File: config.mk
export PLATFORM = sky130hd
export DESIGN_NAME = frrp_div
export DESIGN_NICKNAME = d
export VERILOG_FILES = /design/src/rtl/core/frrp_div.sv
export SDC_FILE = /design/constraint.sdc
export NUM_CORES = 1
export LEC_CHECK = 0
export ABC_AREA = 1
export BUFFER_PORTS_ARGS = -buffer_cell sky130_fd_sc_hd__buf_2
export CAP_MARGIN = 40
export CORE_MARGIN = 8
export CORE_UTILIZATION = 48
export CTS_CLUSTER_SIZE = 20
export DETAILED_ROUTE_END_ITERATION = 7
export PLACE_DENSITY = 0.71
export SETUP_SLACK_MARGIN = 0.05
export SLEW_MARGIN = 10
export SYNTH_ARGS = -nofsm -noshare
export SYNTH_HDL_FRONTEND = slang
export SYNTH_SLANG_ARGS = --single-unit
File: constraint.sdc
create_clock -name clock -period 3.73 [get_ports clock]
set_input_delay 0.373 -clock clock [delete_from_list [all_inputs] [get_ports clock]]
set_output_delay 0.373 -clock clock [all_outputs]
set_load 0.05 [all_outputs]
File: src/rtl/core/frrp_div.sv
// Restoring bit-serial divider, one quotient bit per cycle.
// Shared by the ring pointer sequencer; no package dependencies.
module frrp_div #(
   parameter int W = 13
) (
   input  logic         clock,
   input  logic         reset,
   input  logic         start,
   input  logic [W-1:0] dividend,
   input  logic [W-1:0] divisor,
   output logic         done,
   output logic [W-1:0] quotient,
   output logic [W-1:0] remainder
);

   localparam int CNT_W = $clog2(W + 1);

   logic             busy_ff, busy_in;
   logic             done_ff, done_in;
   logic [CNT_W-1:0] cnt_ff, cnt_in;
   logic [W-1:0]     quo_ff, quo_in;
   logic [W-1:0]     rem_ff, rem_in;
   logic [W-1:0]     den_ff, den_in;
   logic [W:0]       shifted;

   always_comb begin
      busy_in = busy_ff;
      done_in = 1'b0;
      cnt_in  = cnt_ff;
      quo_in  = quo_ff;
      rem_in  = rem_ff;
      den_in  = den_ff;
      shifted = {rem_ff, quo_ff[W-1]};
      if (start) begin
         busy_in = 1'b1;
         cnt_in  = CNT_W'(W);
         quo_in  = dividend;
         rem_in  = '0;
         den_in  = divisor;
      end else if (busy_ff) begin
         if (shifted >= {1'b0, den_ff}) begin
            rem_in = W'(shifted - {1'b0, den_ff});
            quo_in = {quo_ff[W-2:0], 1'b1};
         end else begin
            rem_in = shifted[W-1:0];
            quo_in = {quo_ff[W-2:0], 1'b0};
         end
         cnt_in = cnt_ff - 1'b1;
         if (cnt_ff == CNT_W'(1)) begin
            busy_in = 1'b0;
            done_in = 1'b1;
         end
      end
   end

   always_ff @(posedge clock) begin
      if (reset) begin
         busy_ff <= 1'b0;
         done_ff <= 1'b0;
         cnt_ff  <= '0;
      end else begin
         busy_ff <= busy_in;
         done_ff <= done_in;
         cnt_ff  <= cnt_in;
      end
      quo_ff <= quo_in;
      rem_ff <= rem_in;
      den_ff <= den_in;
   end

   assign done      = done_ff;
   assign quotient  = quo_ff;
   assign remainder = rem_ff;

endmodule

# == Word level (Yosys, flattened, before mapping) ==
# Index checks and enable logic that the tools add are counted.
# word_totals
regBits,45
input_bits,29
out_inout_bits,27
word_cells,25
# op_classes
add_sub_neg,2
magnitude_cmp,1
eq_ne,1
mux,10
bitwise,1
reduce_logical,3
# ops
operator,n
$mux W13,3
$ge A14 B13 Y1,1
$sub A13 B13 Y13,1
$mux W4,2
$mux W1,5
$eq A4 B1 Y1 const B,1
$sub A4 B1 Y4 const B,1
$reduce_or A3 Y1,1
$reduce_bool A2 Y1,1
$reduce_or A2 Y1,1
$not A1 Y1,1

# == Longest topological paths before layout ==
# depth
depth_word,4
depth_mapped,14

# == Least setup slack after synthesis ==
# No wires, ideal clock.
# synth_timing
path_type,reg2reg
start,register quo_ff[12] (netlist: quotient[12])
end,register quo_ff[0] (netlist: quotient[0]) (data pin)
t_arrival_ps,2082
required_time_ps,3477
path_slack_ps,1395
stages_incl_launch_ff,14
cell_sequence,edfxtp_1 -> inv_1 -> ha_1 -> inv_1 -> fa_1 -> nand2_1 -> nand2_1 -> nand3_1 -> nand2_1 -> nand2_2 -> nand3_4 -> buf_12 -> nand2_1 -> nand2_1
# synth_via
elab_chain_cells,4
# synth_rtl
item,line,source
"start, declared",21,"logic [W-1:0] quo_ff, quo_in;"
"start signal, assigned",66,quo_ff <= quo_in;
$ge A14 B13 Y1,41,"if (shifted >= {1'b0, den_ff}) begin"
$mux W1,41,
$mux W13,40,end else if (busy_ff) begin
$mux W13,34,if (start) begin
via quo_in[0],21,
# The timed path passes the listed nets, and every way through them passes these cells. The select of a mux whose other input is x is not followed.
# A chain may end at the register's enable or synchronous reset.

# == Final worst setup path ==
# Ends and elaborated chain as after synthesis.

==> summary.txt <==
Outcome
  • Status: finished, final reports clean

Clock network
  • CTS Buffer Depth: 2
  • H-tree levels: 2
  • # hold bufs at CTS: 0
  • CTS buffer count: 5
  • Root buffer cell: clkbuf_8
  • Sink Count: 45
  • Clock-pin slew of the registers on the worst-case setup and hold paths: 0.09 ns
  • Post-cts resize count: 0
  • CTS tree: built
  • Setup Buffers After CTS: 0
  • Clock Latency Late Sink: ~0.3 ns

Place
  • Routability Congestion: about 0.90
  • Placed Instance Area: about 3100 sq um
  • HPWL Detailed: 4950 microns
  • Setup WS pre-CTS: 1.39 ns
  • I/O Buffers: 55

Critical path
  • CP max stage cell: fa_1
  • Critical path buffers and inverters: 2
  • CP Cell Sequence: inv_1 -> ha_1 -> inv_1 -> fa_1 -> nand2_1 -> nand2_1 -> nand3_1 -> nand2_1 -> nand2_2 -> nand3_4 -> nand2_1 -> nand2_1
  • Crit path capture type: register
  • Largest stage delay, worst path: 0.44 ns
  • Most used cell, CP: nand2_1
  • Worst EP required: 3.80 ns
  • CP max FO: 15
  • Crit path DAT: around 2.4 ns
  • CP delay by family, top: simple AND/OR/NAND/NOR gates
  • CP Launch Type: register
  • CP Class: reg2reg

Logic synthesis
  • Distinct cells, synth: 31
  • Share of the synthesized area in the top cell type: 0.276
  • Synthesis Warnings: 0
  • Synth area leaders: edfxtp_1, nand2_1, dfxtp_1
  • Synth area leader: edfxtp_1
  • Yosys reg bits: 45
  • Mapped cell area: ~2800 sq um
  • Synth top cells by count: nand2_1, inv_1, nand3_1
  • EDFF count, synth: 26
  • Ys async rst share: 0
  • Syn nets: 417
  • Avg Inst Size Synth: 7.61 sq um
  • Cells after synthesis: 372
  • Post-synthesis sequential area ratio: 0.410
  • Top-count cell post-synth: nand2_1
  • Post-synth top flop: edfxtp_1

STA
  • Setup TNS: 0 ns
  • Clk_skew: 0.00725 ns
  • Slew @ Worst Pin: 0.684 ns
  • Fmax: ~420 MHz
  • Slew HR: 0.544
  • Unrepaired setup endpoints after global routing: false
  • Fin. Hold Viols: 0
  • Fin crit period: 2.35 ns
  • Period utilization: 0.631
  • Final slew viol count: 0
  • Setup ws final: between 1 and 1.5 ns
  • Final setup vio count: 0

Global routing
  • Vias in the first global route: 2417
  • Initial antenna violation count: 0
  • Global-route wire length before repair: 10700 microns
  • Gr ovfl total: 0
  • Tot GR Track Use: 0.153
  • Largest net degree at the start of global routing: 33

Finish
  • Layout cell share with drive strength beyond 1: 0.216
  • Synthesis-to-layout area growth: 14.0%
  • Finished Cell Area: 3230 sq um
  • # nets final: 470
  • Ant diodes: 0

Power
  • Leak Pwr: 1.74 nW
  • Worst VDD drop: 0.000265 V
  • Power per cell area: 346 nW/um^2

Floorplan
  • Die footprint: 8610 sq um
  • Num ports: 56
  • Die Span Y: about 93 microns
  • Die width: roughly 93 microns
  • Placement Rows: 28
  • Initial Util: 0.487
  • Core Region: 5820 sq um

Detailed routing
  • Vias per std cell: 4.99
  • Post-route DRC: 0
  • TritonRoute pass-1 iters: 4
  • DRT antenna net count: 0
  • WL per Instance: 12.8 microns
  • DRT iter0 DRCs: 163
  • Vias: 2502
  • Final WL: 6410 microns

Flow run
  • Maxcap violations: 0

Worst hold path
  • Min-Delay Path Class: in2reg
flip-flops by register name (all words and copies together) (netlist names):
register   flops
busy_ff        1
remainder     13
done           1
den_ff        13
quotient      13
cnt_ff         4
routing by layer:
layer  global-route usage  vias up  wire [microns]
met3               0.0445        6             505
met5                    0        -               0
li1                     -     1288               -
met2                0.243       84            2880
met4               0.0591        0              85
met1                0.192     1124            2940
layout make-up:
cell class / instances / area (sq um)
Clock inverter: 3 / 17.5
Fill cell: 562 / 2590
Tap cell: 75 / 93.8
Inverter: 73 / 274
Clock buffer: 5 / 68.8
Timing Repair Buffer: 56 / 283
Sequential cell: 45 / 1160
Multi-Input combinational cell: 244 / 1330
logic make-up (layout without fill, tap and decap cells):
logic type      Yosys count  in the layout  synth area share
simple gates            207            207             0.345
buf+inv                  83            137             0.120
flops                    45             45             0.410
fa+ha+maj                16             16            0.0734
compound gates           16             16            0.0362
xor+xnor                  5              5            0.0155
placed cells by master, fill, tap and decap left out, types with 8 or more instances in the layout:
cell type / count
buf_2: 55
nand2_1: 124
nand3_2: 8
ha_1: 15
nor2_1: 13
inv_1: 70
nand4_1: 19
nand3_1: 27
dfxtp_1: 19
edfxtp_1: 26
nand2_2: 8
through the flow:
step                      total power [mW]  hold slack, ns  cells   util
after floorplan                      0.760           0.442    372      -
after global placement               0.819           0.459    492  0.539
after detailed placement             0.823           0.462    493  0.540
after CTS                             1.12           0.232    501  0.555
after global routing                  1.17           0.232    501  0.555
final                                 1.12           0.237    501  0.555
power breakdown:
part           switching [mW]  internal [mW]  leakage [nW]  total (mW)
combinational           0.165         0.0667          1.28       0.232
clock                   0.176          0.130        0.0439       0.306
sequential             0.0170          0.562         0.415       0.579
path summary, 6_finish.rpt:
path / start / depth (start not counted) / to / slack (ns)
max: quotient[12] / 12 / quotient[0] / 1.38
min reg2reg: cnt_ff[3] / 2 / cnt_ff[3] / 0.47
min: divisor[10] / 1 / den_ff[10] / 0.24
max reg2reg: quotient[12] / 12 / quotient[0] / 1.38
worst reg2reg max path, stage by stage, from the launching register on:
cell and delay [ns]:
edfxtp_1 0.39, inv_1 0.09, ha_1 0.15, inv_1 0.07, fa_1 0.44, nand2_1 0.10, nand2_1 0.05, nand3_1 0.06
nand2_1 0.09, nand2_2 0.25, nand3_4 0.27, nand2_1 0.13, nand2_1 0.05
(Power assumes the default switching activity.)
